**src/rtl/core/awma_pkg.sv**
```systemverilog
// ----------------------------------------------------------------------------
// Moving average package
// Shared constants, action codes and request types for the adjustable window
// moving average block.
// ----------------------------------------------------------------------------
package awma_pkg;

    // Number of samples kept in the history.
    localparam int HISTORY_DEPTH = 16;
    localparam int PTR_W = $clog2(HISTORY_DEPTH);
    // Width of the window length and sample count (holds HISTORY_DEPTH itself).
    localparam int CNT_W = 5;
    localparam int SAMPLE_W = 8;
    // The sum of a full window of signed samples.
    localparam int SUM_W = SAMPLE_W + PTR_W;

    localparam logic [1:0] ACT_SAMPLE = 2'd0;
    localparam logic [1:0] ACT_WIDEN  = 2'd1;
    localparam logic [1:0] ACT_NARROW = 2'd2;

    typedef struct packed {
        logic [1:0]                 action;
        logic signed [SAMPLE_W-1:0] sample_value;
    } awma_in_t;

    typedef struct packed {
        logic signed [SAMPLE_W-1:0] average_value;
        logic [CNT_W-1:0]           window_in_use;
    } awma_out_t;

endpackage

```
**src/rtl/core/awma_div.sv**
```systemverilog
// ----------------------------------------------------------------------------
// Moving average divider
// Iterative restoring divider: one quotient bit a cycle, signed result
// truncated toward zero.
// ----------------------------------------------------------------------------
module awma_div (
    input  logic                                   aclk,
    input  logic                                   aresetn,
    input  logic                                   start,
    input  logic signed [awma_pkg::SUM_W-1:0]      dividend,
    input  logic [awma_pkg::CNT_W-1:0]             divisor,
    output logic                                   done,
    output logic signed [awma_pkg::SAMPLE_W-1:0]   quotient
);
    import awma_pkg::*;

    localparam int STEP_W = $clog2(SUM_W);
    localparam logic [STEP_W-1:0] LAST_STEP = STEP_W'(SUM_W - 1);

    logic                busy_reg;
    logic                done_reg;
    logic [STEP_W-1:0]   step_reg;
    logic [CNT_W-1:0]    rem_reg;
    logic [SUM_W-1:0]    quo_reg;
    logic [CNT_W-1:0]    divisor_reg;
    logic                neg_reg;

    logic [CNT_W:0]      trial;
    logic                fits;
    logic [CNT_W:0]      diff;
    logic [SUM_W-1:0]    signed_quo;

    assign trial = {rem_reg, quo_reg[SUM_W-1]};
    assign fits  = trial >= {1'b0, divisor_reg};
    assign diff  = trial - {1'b0, divisor_reg};

    always_ff @(posedge aclk) begin
        if (!aresetn) begin
            busy_reg <= 1'b0;
            done_reg <= 1'b0;
            step_reg <= '0;
        end else begin
            done_reg <= 1'b0;
            if (start) begin
                busy_reg <= 1'b1;
                step_reg <= '0;
            end else if (busy_reg) begin
                step_reg <= step_reg + 1'b1;
                if (step_reg == LAST_STEP) begin
                    busy_reg <= 1'b0;
                    done_reg <= 1'b1;
                end
            end
        end
    end

    always_ff @(posedge aclk) begin
        if (start) begin
            rem_reg     <= '0;
            neg_reg     <= dividend[SUM_W-1];
            // The magnitude of the most negative sum still fits unsigned.
            quo_reg     <= dividend[SUM_W-1] ? (~dividend + 1'b1) : dividend;
            divisor_reg <= divisor;
        end else if (busy_reg) begin
            rem_reg <= fits ? diff[CNT_W-1:0] : trial[CNT_W-1:0];
            quo_reg <= {quo_reg[SUM_W-2:0], fits};
        end
    end

    assign signed_quo = neg_reg ? (~quo_reg + 1'b1) : quo_reg;
    assign quotient   = signed_quo[SAMPLE_W-1:0];
    assign done       = done_reg;

endmodule

```
**src/rtl/core/adjustable_window_moving_average_top.sv**
```systemverilog
// ----------------------------------------------------------------------------
// Adjustable window moving average
// Keeps a history of signed samples and returns the truncated mean of the
// newest N (all held if fewer); command requests widen or narrow N by one.
// ----------------------------------------------------------------------------
//  Channel   Direction  Payload        Handshake
//  s_        in         awma_in_t      s_valid / s_ready
//  m_        out        awma_out_t     m_valid / m_ready
//
// A sample request walks the history through its single read port, then
// runs the sum through the bit-serial divider and hands over the result.
// Window commands produce no result. Reset clears the write pointer and the
// held-sample count and sets the window to one; the history itself is not
// cleared. s_ready is high only while the sequencer is idle, and a result
// held by m_ready low stalls only the next sample.
// ----------------------------------------------------------------------------
module adjustable_window_moving_average_top (
    input  logic                  aclk,
    input  logic                  aresetn,
    input  logic                  s_valid,
    output logic                  s_ready,
    input  awma_pkg::awma_in_t    s_data,
    output logic                  m_valid,
    input  logic                  m_ready,
    output awma_pkg::awma_out_t   m_data
);
    import awma_pkg::*;

    localparam logic [1:0] ST_IDLE = 2'd0;
    localparam logic [1:0] ST_SUM  = 2'd1;
    localparam logic [1:0] ST_DIV  = 2'd2;
    localparam logic [1:0] ST_DONE = 2'd3;

    localparam logic [PTR_W-1:0] PTR_MAX   = PTR_W'(HISTORY_DEPTH - 1);
    localparam logic [CNT_W-1:0] CNT_DEPTH = CNT_W'(HISTORY_DEPTH);

    logic signed [SAMPLE_W-1:0] history_mem [HISTORY_DEPTH];
    logic signed [SAMPLE_W-1:0] rd_data_reg;

    logic [1:0]          state_reg, state_next;
    logic [PTR_W-1:0]    wr_ptr_reg, wr_ptr_next;
    logic [CNT_W-1:0]    held_reg, held_next;
    logic [CNT_W-1:0]    window_reg, window_next;
    logic [CNT_W-1:0]    count_reg, count_next;
    logic [CNT_W-1:0]    issued_reg, issued_next;
    logic [PTR_W-1:0]    rd_ptr_reg, rd_ptr_next;
    logic                pend_reg, pend_next;
    logic signed [SUM_W-1:0] sum_reg, sum_next;
    logic signed [SAMPLE_W-1:0] avg_reg, avg_next;
    logic                m_valid_reg, m_valid_next;
    awma_out_t           m_data_reg, m_data_next;

    logic                s_accept;
    logic                wr_en;
    logic                rd_en;
    logic                div_start;
    logic                div_done;
    logic signed [SAMPLE_W-1:0] div_quotient;
    logic [CNT_W-1:0]    held_inc;

    assign s_ready  = (state_reg == ST_IDLE);
    assign s_accept = s_valid && s_ready;
    assign held_inc = (held_reg < CNT_DEPTH) ? held_reg + 1'b1 : held_reg;

    always_ff @(posedge aclk) begin
        if (wr_en) begin
            history_mem[wr_ptr_reg] <= s_data.sample_value;
        end
        if (rd_en) begin
            rd_data_reg <= history_mem[rd_ptr_reg];
        end
    end

    always_comb begin
        state_next   = state_reg;
        wr_ptr_next  = wr_ptr_reg;
        held_next    = held_reg;
        window_next  = window_reg;
        count_next   = count_reg;
        issued_next  = issued_reg;
        rd_ptr_next  = rd_ptr_reg;
        pend_next    = 1'b0;
        sum_next     = sum_reg;
        avg_next     = avg_reg;
        m_valid_next = m_valid_reg;
        m_data_next  = m_data_reg;
        wr_en        = 1'b0;
        rd_en        = 1'b0;
        div_start    = 1'b0;

        if (m_valid_reg && m_ready) begin
            m_valid_next = 1'b0;
        end

        case (state_reg)
            ST_IDLE: begin
                if (s_accept) begin
                    case (s_data.action)
                        ACT_SAMPLE: begin
                            wr_en       = 1'b1;
                            wr_ptr_next = (wr_ptr_reg == PTR_MAX) ? '0 : wr_ptr_reg + 1'b1;
                            held_next   = held_inc;
                            count_next  = (held_inc < window_reg) ? held_inc : window_reg;
                            rd_ptr_next = wr_ptr_reg;
                            issued_next = '0;
                            sum_next    = '0;
                            state_next  = ST_SUM;
                        end
                        ACT_WIDEN: begin
                            if (window_reg < CNT_DEPTH) begin
                                window_next = window_reg + 1'b1;
                            end
                        end
                        ACT_NARROW: begin
                            if (window_reg > CNT_W'(1)) begin
                                window_next = window_reg - 1'b1;
                            end
                        end
                        default: begin
                        end
                    endcase
                end
            end
            ST_SUM: begin
                // Reads are issued newest first; each is added to the sum in the following cycle.
                if (issued_reg < count_reg) begin
                    rd_en       = 1'b1;
                    pend_next   = 1'b1;
                    issued_next = issued_reg + 1'b1;
                    rd_ptr_next = (rd_ptr_reg == '0) ? PTR_MAX : rd_ptr_reg - 1'b1;
                end
                if (pend_reg) begin
                    sum_next = sum_reg + SUM_W'(rd_data_reg);
                end else if (issued_reg == count_reg) begin
                    div_start  = 1'b1;
                    state_next = ST_DIV;
                end
            end
            ST_DIV: begin
                if (div_done) begin
                    avg_next   = div_quotient;
                    state_next = ST_DONE;
                end
            end
            ST_DONE: begin
                if (!m_valid_reg || m_ready) begin
                    m_valid_next              = 1'b1;
                    m_data_next.average_value = avg_reg;
                    m_data_next.window_in_use = window_reg;
                    state_next                = ST_IDLE;
                end
            end
            default: begin
                state_next = ST_IDLE;
            end
        endcase
    end

    always_ff @(posedge aclk) begin
        if (!aresetn) begin
            state_reg   <= ST_IDLE;
            wr_ptr_reg  <= '0;
            held_reg    <= '0;
            window_reg  <= CNT_W'(1);
            pend_reg    <= 1'b0;
            m_valid_reg <= 1'b0;
        end else begin
            state_reg   <= state_next;
            wr_ptr_reg  <= wr_ptr_next;
            held_reg    <= held_next;
            window_reg  <= window_next;
            pend_reg    <= pend_next;
            m_valid_reg <= m_valid_next;
        end
    end

    always_ff @(posedge aclk) begin
        count_reg  <= count_next;
        issued_reg <= issued_next;
        rd_ptr_reg <= rd_ptr_next;
        sum_reg    <= sum_next;
        avg_reg    <= avg_next;
        m_data_reg <= m_data_next;
    end

    awma_div u_div (
        .aclk     (aclk),
        .aresetn  (aresetn),
        .start    (div_start),
        .dividend (sum_reg),
        .divisor  (count_reg),
        .done     (div_done),
        .quotient (div_quotient)
    );

    assign m_valid = m_valid_reg;
    assign m_data  = m_data_reg;

endmodule
```
**config.mk**
```make
export PLATFORM = sky130hd
export DESIGN_NAME = adjustable_window_moving_average_top
export DESIGN_NICKNAME = d
export VERILOG_FILES = /design/src/rtl/core/awma_pkg.sv /design/src/rtl/core/awma_div.sv /design/src/rtl/core/adjustable_window_moving_average_top.sv
export SDC_FILE = /design/constraint.sdc
export NUM_CORES = 1
export LEC_CHECK = 0
export ABC_AREA = 1
export BUFFER_PORTS_ARGS = -buffer_cell sky130_fd_sc_hd__buf_2
export CAP_MARGIN = 10
export CORE_ASPECT_RATIO = 1.4
export CORE_UTILIZATION = 35
export CTS_CLUSTER_SIZE = 8
export DETAILED_ROUTE_END_ITERATION = 16
export MAX_ROUTING_LAYER = met4
export PLACE_DENSITY = 0.6
export SYNTH_ARGS = -nofsm -noshare
export SYNTH_HDL_FRONTEND = slang
export SYNTH_SLANG_ARGS = --single-unit
```
**constraint.sdc**
```tcl
create_clock -name aclk -period 2.4 [get_ports aclk]
set_input_delay 0.12 -clock aclk [delete_from_list [all_inputs] [get_ports aclk]]
set_output_delay 0.12 -clock aclk [all_outputs]
set_load 0.05 [all_outputs]
```
==> reports/metrics.csv, run 1 <==
stage;metric;value;unit
outcome;outcome;complete, no violations;
cells_and_area;layout-drive-gt1-share;11.6;%
worst_hold_path;hold_path_end;history_mem[1][0]$_DFFE_PP_;
cells_and_area;fillers;3009;
clock_network;hold_buffers;2;
grt;antenna_found_initial;0;
die;die_w;152;um
sta;finalCriticalPeriod;2.04;ns
worst_setup_path;arrival;2.27;ns
route;route.top_layer_used;met4;
grt;grt_pass1_wl;38.5;mm
worst_setup_path;crit_path_cell_trace;ha_1 -> nand2_1 -> xor2_1 -> inv_1 -> ha_1 -> a21oi_1 -> o21a_1 -> nand2_2 -> nand2_1 -> o21ai_1;
worst_setup_path;crit_required;2.63;ns
sta;slew_headroom;57.8;%
worst_setup_path;startpoint_type;flip-flop;
route;wire_per_inst;15.5;um
route;met2_wirelength;11.9;mm
die;core-area;0.0308;mm2
worst_setup_path;worst-setup-path-type;reg -> reg;
worst_hold_path;min_from;s_data[0];
route;firstDrtPassIters;5;
route;wl_met3;870;um
cells_and_area;largest_reg_flops;128;
clock_network;cts_tree;done;
grt;grt_usage;15.9;%
route;drtIter0Drc;397;
die;start_util;35.7;%
cells_and_area;final_nets;1183;
die;die-area;0.0321;mm2
route;wl_met1;10.0;mm
yosys;synth.cell_area;0.0110;mm2
yosys;ys_ff_latch;230;
grt;first_global_vias;7614;
route;num_vias;7536;
route;wirelength;23.6;mm
worst_hold_path;hold_path_class;in -> reg;
worst_setup_path;worstSetupEndpointType;flip-flop;
clock_network;ctsHtreeMaxLevel;2;
worst_setup_path;rr_startpoint;held_reg[0]$_SDFFE_PN0P_;
worst_hold_path;min_path_cells;1;
die;ios;29;
clock_network;clock-root-buffer;clkbuf_16;
flow_run;drv_cap;0;
sta;final-hold-violation-count;0;
sta;fin_skew;0.0180;ns
yosys;synthesis.nets;1127;
yosys;synthTopCellsByArea;edfxtp_1, nand2_1, nor2_1;
clock_network;clock_latency;0.50;ns
route;vias_per_cell;4.94;
worst_setup_path;crit_fanout;8;
yosys;yosys_warnings;0;
clock_network;clk_pin_slew;0.05;ns
worst_setup_path;reg2regPathDepth;10;
die;die_h;212;um
clock_network;ctsResizeCount;0;
clock_network;clock_sinks;230;
yosys;synth_top_cell_area_share;54.9;%
route;drc_errors;0;
sta;setup_tns;0;ns
clock_network;post_cts_buffers;0;
grt;overflow;0;
cells_and_area;area_delta_synth_final;14.5;%
route;ant_nets;0;
worst_setup_path;worstReg2RegEnd;count_reg[0]$_DFFE_PP_;
clock_network;cts_made_buffers;34;
placement;io_buffers;28;
yosys;yosysUniqueCellTypes;44;
cells_and_area;insertedDiodeCount;0;
yosys;yosysTopAreaCell;edfxtp_1;
yosys;avgSynthCellArea;10.3;um2
sta;rsz0062_at_grt;no;
sta;setup_violations;0;
sta;worst_hold_slack;0.0496;ns
sta;maxSlewViolCount;0;
worst_setup_path;slowest_stage;dfxtp_1;
placement;dpl.hpwl;16.0;mm
power_and_ir_drop;power_leakage;0.00486;uW
yosys;syn_inst;1069;
power_and_ir_drop;peakVddDrop;694;uV
sta;tightestPinTransition;0.632;ns
clock_network;cts_buffer_depth;3;
yosys;ys_seq_area_share;60.2;%
power_and_ir_drop;powerDensity;1130;mW/mm2
worst_setup_path;max_stage_delay;0.33;ns
die;rows;76;
placement;gp_congestion;0.834;
sta;clock.fmax;491;MHz
worst_setup_path;r2r_slack;0.36;ns
grt;grt_start_max_net_pins;70;
sta;finalCritPeriodShare;84.9;%
-- cell type report --
cell class | instances | area, um2 | share of cell area [%]
flip-flops and latches | 230 | 6620 | 52.6
clock buffers | 44 | 920 | 7.31
clock inverters | 2 | 32.5 | 0.259
repair buffers | 59 | 403 | 3.20
inverters | 103 | 397 | 3.15
well taps | 390 | 488 | 3.88
multi-input cells | 697 | 3720 | 29.6
-- stage by stage --
stage | instance area [um2] | total power [uW] | utilization [%] | instances | setup WS, ns
final | 12600 | 14200 | 40.8 | 1525 | 0.362
after global routing | 12600 | 15100 | 40.8 | 1525 | 0.167
after CTS | 12600 | 14300 | 40.8 | 1525 | 0.367
after detailed placement | 11600 | 9970 | 37.7 | 1477 | 0.373
after global placement | 11600 | 9890 | 37.7 | 1477 | 0.415
after floorplan | 11000 | 8790 | - | 1069 | 0.143
-- how the worst max path moves through the flow --
| stage | to | depth (start not counted) | start |
|---|---|---|---|
| 6_report | count_reg[0]$_DFFE_PP_ | 10 | held_reg[0]$_SDFFE_PN0P_ |
| 5_1_grt | count_reg[0]$_DFFE_PP_ | 10 | held_reg[0]$_SDFFE_PN0P_ |
| 4_1_cts | count_reg[0]$_DFFE_PP_ | 10 | held_reg[0]$_SDFFE_PN0P_ |
| 3_5_place_dp | count_reg[0]$_DFFE_PP_ | 10 | held_reg[0]$_SDFFE_PN0P_ |
| 3_3_place_gp | count_reg[0]$_DFFE_PP_ | 10 | held_reg[0]$_SDFFE_PN0P_ |
| 2_1_floorplan | history_mem[0][0]$_DFFE_PP_ | 9 | state_reg[0]$_SDFFE_PN0P_ |
-- per-layer routing --
metal / vias up / global-route usage [%]
met5: - / -
met4: 0 / 6.86
met3: 52 / 2.52
met2: 131 / 27.0
met1: 3583 / 18.3
li1: 3770 / -
-- cell usage after synthesis --
cell        n
inv_2       6
a31oi_1     2
a21boi_2    1
nor2_1    156
clkinv_1    1
fa_1        2
nor3_2      2
nand3b_1    6
xnor2_1     3
o211ai_1   34
clkbuf_1    3
o21ai_1    40
buf_6       7
xor2_1     17
inv_1      93
nor2_2      2
nand3_4     1
ha_1       42
buf_2      24
nand3_1    67
inv_4       2
edfxtp_1  201
nor2_8      1
nand2_4     3
nor3b_1     1
nor2_4      2
nor3_1      5
nand2_2     8
or2_2       1
buf_4       5
nand4_1     7
nand3b_2    1
nand3_2     1
nand2_1   190
a211oi_1    2
a21o_2      1
o21ai_0    55
a21oi_1    35
o21a_1      2
dfxtp_1    29
inv_6       1
a21oi_2     4
o21bai_1    2
o22ai_1     1
-- layout by cell type (no fill, tap or decap), types with 3 or more instances in the layout --
cell	netlist	layout
dfxtp_1	29	29
o211ai_1	34	34
nor3_1	5	5
buf_4	5	27
inv_2	6	6
nand2_1	190	190
o21ai_1	40	40
nor2_1	156	156
a21oi_1	35	35
o21ai_0	55	55
inv_1	93	93
nand4_1	7	7
clkbuf_1	3	8
buf_2	24	28
nand3_1	67	67
edfxtp_1	201	201
xnor2_1	3	3
clkbuf_16	0	35
ha_1	42	42
nand3b_1	6	6
xor2_1	17	17
a21oi_2	4	4
nand2_4	3	3
nand2_2	8	8
-- power breakdown --
part | internal (uW) | total, uW | switching, uW
Clock | 2650 | 4270 | 1620
Combinational | 1550 | 4660 | 3110
Sequential | 4880 | 5230 | 347
Total | 9080 | 14200 | 5080
-- logic make-up (layout without fill, tap and decap cells) --
| family | count (synthesis) | after routing | synth area share [%] |
|---|---|---|---|
| adders and majority gates | 44 | 44 | 5.15 |
| AOI/OAI and AO/OA | 179 | 179 | 9.33 |
| buffers and inverters | 142 | 208 | 5.87 |
| xor gates and xnor gates | 20 | 20 | 1.59 |
| DFF | 230 | 230 | 60.2 |
| and+or+nand+nor | 454 | 454 | 17.8 |
-- critical path, delay by kind of cell, from the launching register on --
kind,cells,cell delay [ns]
compound gates,3,0.38
xor+xnor,1,0.22
fa+ha+maj,2,0.50
buf+inv,1,0.07
flops,1,0.33
simple gates,3,0.27
Note: power is estimated with default switching activity, not from simulation.
==> run 2, diff against run 1 <==
Settings changed: ABC_AREA 1 to 0.
Clock period 2.4 ns to 1.9 ns, I/O delays scaled along.
==> reports/metrics.csv, run 2 <==
stage;metric;value;unit;change
outcome;outcome;complete, but fails checks;;
outcome;violations;setup timing;;
clock_network;clock_sinks;230;;unchanged
yosys;async_reset_ff_share;0;%;unchanged
die;start_util;35.9;%;+0.21 points
route;ant_nets;0;;unchanged
yosys;synth.cell_area;0.0103;mm2;-6.4%
yosys;synthTopCellsByArea;edfxtp_1, mux4_2, dfxtp_1;;
yosys;synthTopCellsByCount;edfxtp_1, nor2_1, nand2_1, ha_1, mux4_2;;
placement;dpl.hpwl;14.3;mm;-11%
sta;final-hold-violation-count;0;;unchanged
yosys;yosysMostFrequentCell;edfxtp_1;;
yosys;synth_edf_count;201;;unchanged
cells_and_area;final_cell_mix;edfxtp_1, buf_4, mux4_2;;
route;wire_per_inst;16.6;um;+6.7%
die;core-area;0.0287;mm2;-6.9%
yosys;ys_ff_latch;230;;unchanged
sta;fin_skew;0.0147;ns;-0.00334 ns
sta;setup_violations;29;;+29
sta;clock.fmax;477;MHz;-2.7%
clock_network;cts_tree;done;;
clock_network;clock-root-buffer;clkbuf_16;;
yosys;synth_top_cell_area_share;58.7;%;+3.7 points
yosys;synthesis.nets;759;;-33%
grt;antenna_found_initial;0;;unchanged
power_and_ir_drop;power_leakage;0.00491;uW;+1.0%
clock_network;cts_made_buffers;34;;unchanged
yosys;ys_seq_area_share;64.3;%;+4.1 points
worst_setup_path;crit_fanout;3;;-5
power_and_ir_drop;peakVddDrop;866;uV;+25%
sta;finalCritPeriodShare;110;%;+25 points
yosys;synth-main-ff-cell;edfxtp_1;;
grt;first_global_vias;6518;;-14%
die;ios;29;;unchanged
route;firstDrtPassIters;4;;-1
power_and_ir_drop;powerDensity;1390;mW/mm2;+24%
route;wirelength;21.0;mm;-11%
route;num_vias;6254;;-17%
die;die-area;0.0301;mm2;-6.3%
clock_network;clk_pin_slew;0.05;ns;about the same
yosys;avgSynthCellArea;14.7;um2;+43%
sta;worst_hold_slack;0.186;ns;+0.136 ns
placement;gp_congestion;0.810;;-2.9%
sta;finalCriticalPeriod;2.09;ns;+0.0566 ns
sta;maxSlewViolCount;0;;unchanged
route;drtIter0Drc;184;;-54%
sta;tightestPinTransition;0.523;ns;-0.108 ns
sta;rsz0062_at_grt;yes;;
cells_and_area;final_common_cell;edfxtp_1;;
cells_and_area;final_nets;933;;-21%
clock_network;ctsHtreeMaxLevel;2;;unchanged
worst_setup_path;worst-setup-path-type;reg -> reg;;
cells_and_area;post-route-util;48.6;%;+7.8 points
grt;overflow;0;;unchanged
yosys;yosysUniqueCellTypes;60;;+36%
placement;io_buffers;28;;unchanged
die;die_h;205;um;-3.2%
sta;fin_ws;-0.195;ns;-0.557 ns
cells_and_area;layout-drive-gt1-share;37.6;%;+26 points
flow_run;drv_cap;0;;unchanged
cells_and_area;largest_reg_flops;128;;unchanged
yosys;yosys_warnings;0;;unchanged
route;drc_errors;0;;unchanged
cells_and_area;insertedDiodeCount;0;;unchanged
worst_setup_path;worstSetupEndpointType;flip-flop;;
worst_setup_path;startpoint_type;flip-flop;;
die;die_w;147;um;-3.2%
die;rows;73;;-3.9%
worst_setup_path;crit_required;2.17;ns;-0.46 ns
clock_network;cts_buffer_depth;3;;unchanged
route;vias_per_cell;4.94;;about the same
cells_and_area;area_delta_synth_final;35.5;%;
worst_hold_path;hold_path_class;in -> reg;;
grt;grt_start_max_net_pins;35;;-50%
clock_network;clock_latency;0.53;ns;+0.03 ns
yosys;yosysTopAreaCell;edfxtp_1;;
grt;grt_pass1_wl;33.8;mm;-12%
worst_setup_path;arrival;2.37;ns;+0.10 ns
grt;grt_usage;14.8;%;-1.1 points
yosys;syn_inst;701;;-34%
sta;slew_headroom;65.1;%;+7.3 points
worst_hold_path;min_path_cells;6;;+5
worst_setup_path;reg2regPathDepth;8;;-2
[run 2: cell types whose count changed after synthesis, sizes merged, moves of 30 or more]
| cell | delta |
|---|---|
| nand2 | -157 |
| nor2 | -110 |
| o21ai | -66 |
| inv | -64 |
| nand3 | -60 |
| mux4 | +40 |
| buf | -31 |
| o211ai | -30 |
[run 2: critical path, stage by stage (launching register included)]
cell      delay (ns)
edfxtp_1        0.39
ha_2            0.22
inv_2           0.05
fa_2            0.21
nor2b_2         0.05
o31a_1          0.28
or4_4           0.44
a21oi_2         0.15
nor3b_2         0.06
[run 2: metal layers]
layer	up-vias	wire (um)	global-route usage, %
met5	-	0	-
met4	0	650	5.39
li1	3008	-	-
met1	3091	8120	15.7
met2	101	11500	27.4
met3	54	644	2.63
[run 2: per-stage QoR]
stage / total power (uW) / instance area [um2] / setup TNS [ns] / instances / worst slack [ns]
after CTS: 19000 / 13600 / -2.43 / 1257 / -0.187
after floorplan: 10700 / 10700 / -8.21 / 701 / -0.303
after detailed placement: 12700 / 12300 / -6.32 / 1186 / -0.198
after global placement: 12700 / 12300 / -5.31 / 1186 / -0.173
after global routing: 20500 / 13900 / -4.87 / 1266 / -0.292
final: 19400 / 13900 / -1.91 / 1266 / -0.195
[run 2: final cells by class]
class	instances	area, um2
well taps	375	469
clock inverters	4	93.8
inverters	38	155
clock buffers	48	903
flip-flops and latches	230	6620
multi-input cells	409	4150
fillers	2484	14700
repair buffers	162	1550
[run 2: logic make-up after synthesis]
| family | after synthesis | share of synthesized area [%] |
|---|---|---|
| flip-flops | 230 | 64.3 |
| AND/OR/NAND/NOR | 173 | 8.38 |
| AO/OA/AOI/OAI | 106 | 6.65 |
| buffers and inverters | 62 | 2.30 |
| multiplexers | 50 | 9.78 |
| adder cells (fa/ha/maj) | 44 | 5.50 |
| XOR/XNOR | 36 | 3.07 |
[run 2: repair_timing]
item | in CTS | in global routing
gates cloned | 2 | 1
endpoints found under the hold margin | 130 | 0
hold buffers | 10 | 0
pin swaps | 15 | 20
resized for setup | 39 | 39
buffers inserted | 7 | 9
endpoints found under the setup margin | 87 | 84
[run 2: path summary, 6_finish.rpt]
kind                            start                         end  slack (ns)
max reg2reg  sum_reg[0]$_SDFFCE_PN0P_   sum_reg[10]$_SDFFCE_PN0P_       -0.19
min reg2reg      avg_reg[4]$_DFFE_PP_         m_data[9]$_DFFE_PP_        0.42
max          sum_reg[0]$_SDFFCE_PN0P_   sum_reg[10]$_SDFFCE_PN0P_       -0.19
min                         s_data[9]  window_reg[2]$_SDFFE_PN0P_        0.19
[run 2: power breakdown]
| part | internal [uW] | leakage [uW] | switching (uW) | total (uW) |
|---|---|---|---|---|
| logic | 3910 | 0.00238 | 3400 | 7310 |
| registers | 6150 | 0.00206 | 388 | 6540 |
| clock network | 3330 | 0.000471 | 2220 | 5550 |
| total | 13400 | 0.00491 | 6010 | 19400 |
==> run 3, diff against run 2 <==
Settings changed: ABC_AREA 0 to 1, SKIP_CTS_REPAIR_TIMING set to 1.
==> reports/metrics.csv, run 3 (same netlist as run 1, synthesis figures left out) <==
stage;metric;value;unit;change
die;die-area;0.0321;mm2;+6.7%
worst_setup_path;worstSetupEndpointType;flip-flop;;
grt;grt_start_max_net_pins;42;;+20%
grt;grt_pass1_wl;38.4;mm;+14%
sta;setup_violations;0;;-100%
die;core-area;0.0308;mm2;+7.4%
clock_network;clock_latency;0.50;ns;-0.03 ns
worst_setup_path;path_delay_family;adder cells;;
grt;overflow;0;;unchanged
clock_network;ctsHtreeMaxLevel;2;;unchanged
flow_run;drv_cap;0;;unchanged
placement;preCtsSetupSlack;-0.0509;ns;+0.147 ns
cells_and_area;insertedDiodeCount;0;;unchanged
worst_setup_path;cp_num_buf_inv;2;;+1
power_and_ir_drop;powerDensity;1410;mW/mm2;+1.3%
cells_and_area;largest_reg_flops;128;;unchanged
route;ant_nets;0;;unchanged
cells_and_area;layout-drive-gt1-share;17.5;%;-20 points
worst_setup_path;crit_required;2.14;ns;-0.03 ns
power_and_ir_drop;peakVddDrop;658;uV;-24%
die;die_w;152;um;+3.3%
cells_and_area;final_cells;1564;;+24%
placement;io_buffers;28;;unchanged
worst_setup_path;arrival;2.10;ns;-0.27 ns
route;firstDrtPassIters;4;;unchanged
sta;rsz0062_at_grt;yes;;
grt;antenna_found_initial;0;;unchanged
sta;fin_ws;0.0371;ns;+0.232 ns
worst_setup_path;startpoint_type;flip-flop;;
sta;tightestPinTransition;0.639;ns;+0.116 ns
clock_network;cts_made_buffers;34;;unchanged
cells_and_area;area_delta_synth_final;19.1;%;
grt;first_global_vias;7604;;+17%
cells_and_area;final_area;0.0131;mm2;-6.1%
die;start_util;35.7;%;-0.21 points
die;die_h;212;um;+3.3%
power_and_ir_drop;total_power;18400;uW;-4.9%
worst_hold_path;hold_path_class;in -> reg;;
placement;dpl.hpwl;16.3;mm;+14%
route;wirelength;23.9;mm;+14%
die;ios;29;;unchanged
sta;fin_skew;0.0151;ns;+0.000481 ns
clock_network;cts_buffer_depth;3;;unchanged
route;vias_per_cell;4.92;;-0.49%
worst_setup_path;slowest_stage;dfxtp_2;;
sta;finalCriticalPeriod;1.86;ns;-0.232 ns
route;num_vias;7688;;+23%
clock_network;clock-root-buffer;clkbuf_16;;
sta;maxSlewViolCount;0;;unchanged
power_and_ir_drop;power_leakage;0.00507;uW;+3.1%
clock_network;clk_pin_slew;0.05;ns;about the same
sta;clock.fmax;537;MHz;+12%
sta;final-hold-violation-count;0;;unchanged
route;wire_per_inst;15.3;um;-7.7%
clock_network;clock_sinks;230;;unchanged
sta;slew_headroom;57.4;%;-7.8 points
placement;gp_congestion;0.845;;+4.4%
worst_setup_path;max_stage_delay;0.32;ns;-0.12 ns
cells_and_area;final_cell_mix;edfxtp_1, nand2_1, nor2_1;;
worst_setup_path;crit_fanout;2;;-1
sta;setup_tns;0;ns;+1.91 ns
placement;placed_area;0.0120;mm2;-2.4%
grt;grt_usage;15.8;%;+0.95 points
placement;place_inst;1508;;+27%
cells_and_area;final_nets;1220;;+31%
route;drtIter0Drc;471;;+160%
sta;finalCritPeriodShare;98.0;%;-12 points
outcome;outcome;complete, no violations;;
clock_network;cts_tree;done;;
route;drc_errors;0;;unchanged
worst_setup_path;crit_path_cell_trace;ha_2 -> nand2_2 -> xor2_2 -> inv_2 -> ha_4 -> a21oi_2 -> o21a_1 -> buf_4 -> nand3_1 -> nand2_1;;
cells_and_area;final_common_cell;edfxtp_1;;
worst_setup_path;worst-setup-path-type;reg -> reg;;
die;rows;76;;+4.1%
-- run 3: final timing paths --
check / slack, ns / depth (start not counted) / startpoint / end
min: 0.02 / 1 / s_data[7] / history_mem[15][7]$_DFFE_PP_
max reg2reg: 0.04 / 10 / held_reg[0]$_SDFFE_PN0P_ / count_reg[1]$_DFFE_PP_
max: 0.04 / 10 / held_reg[0]$_SDFFE_PN0P_ / count_reg[1]$_DFFE_PP_
min reg2reg: 0.41 / 0 / avg_reg[1]$_DFFE_PP_ / m_data[6]$_DFFE_PP_
-- run 3: area by class of cell --
type	instances	area [um2]
clock buffer	47	921
sequential	230	6620
tap	390	488
inverter	103	397
timing repair buffer	96	792
fill	2955	17700
multi-input combinational	697	3860
clock inverter	1	8.76
-- run 3: where the power goes --
part           total (uW)  switching, uW  internal [uW]
registers            6550            383           6160
logic                6580           4150           2430
clock network        5320           2010           3310
-- run 3: routing by layer --
metal / up-vias / part of all wire, % / track usage [%]
li1: 3853 / - / -
met1: 3676 / 41 / 17.8
met2: 124 / 53 / 27.9
met3: 35 / 3.8 / 2.82
met4: 0 / 2.1 / 5.05
met5: - / 0 / -
-- run 3: through the flow --
stage	util, %	hold slack, ns
2_1_floorplan	-	0.194
3_3_place_gp	38.9	0.402
3_5_place_dp	38.9	0.406
4_1_cts	41.9	-0.0912
5_1_grt	42.5	0.0230
6_report	42.5	0.0200
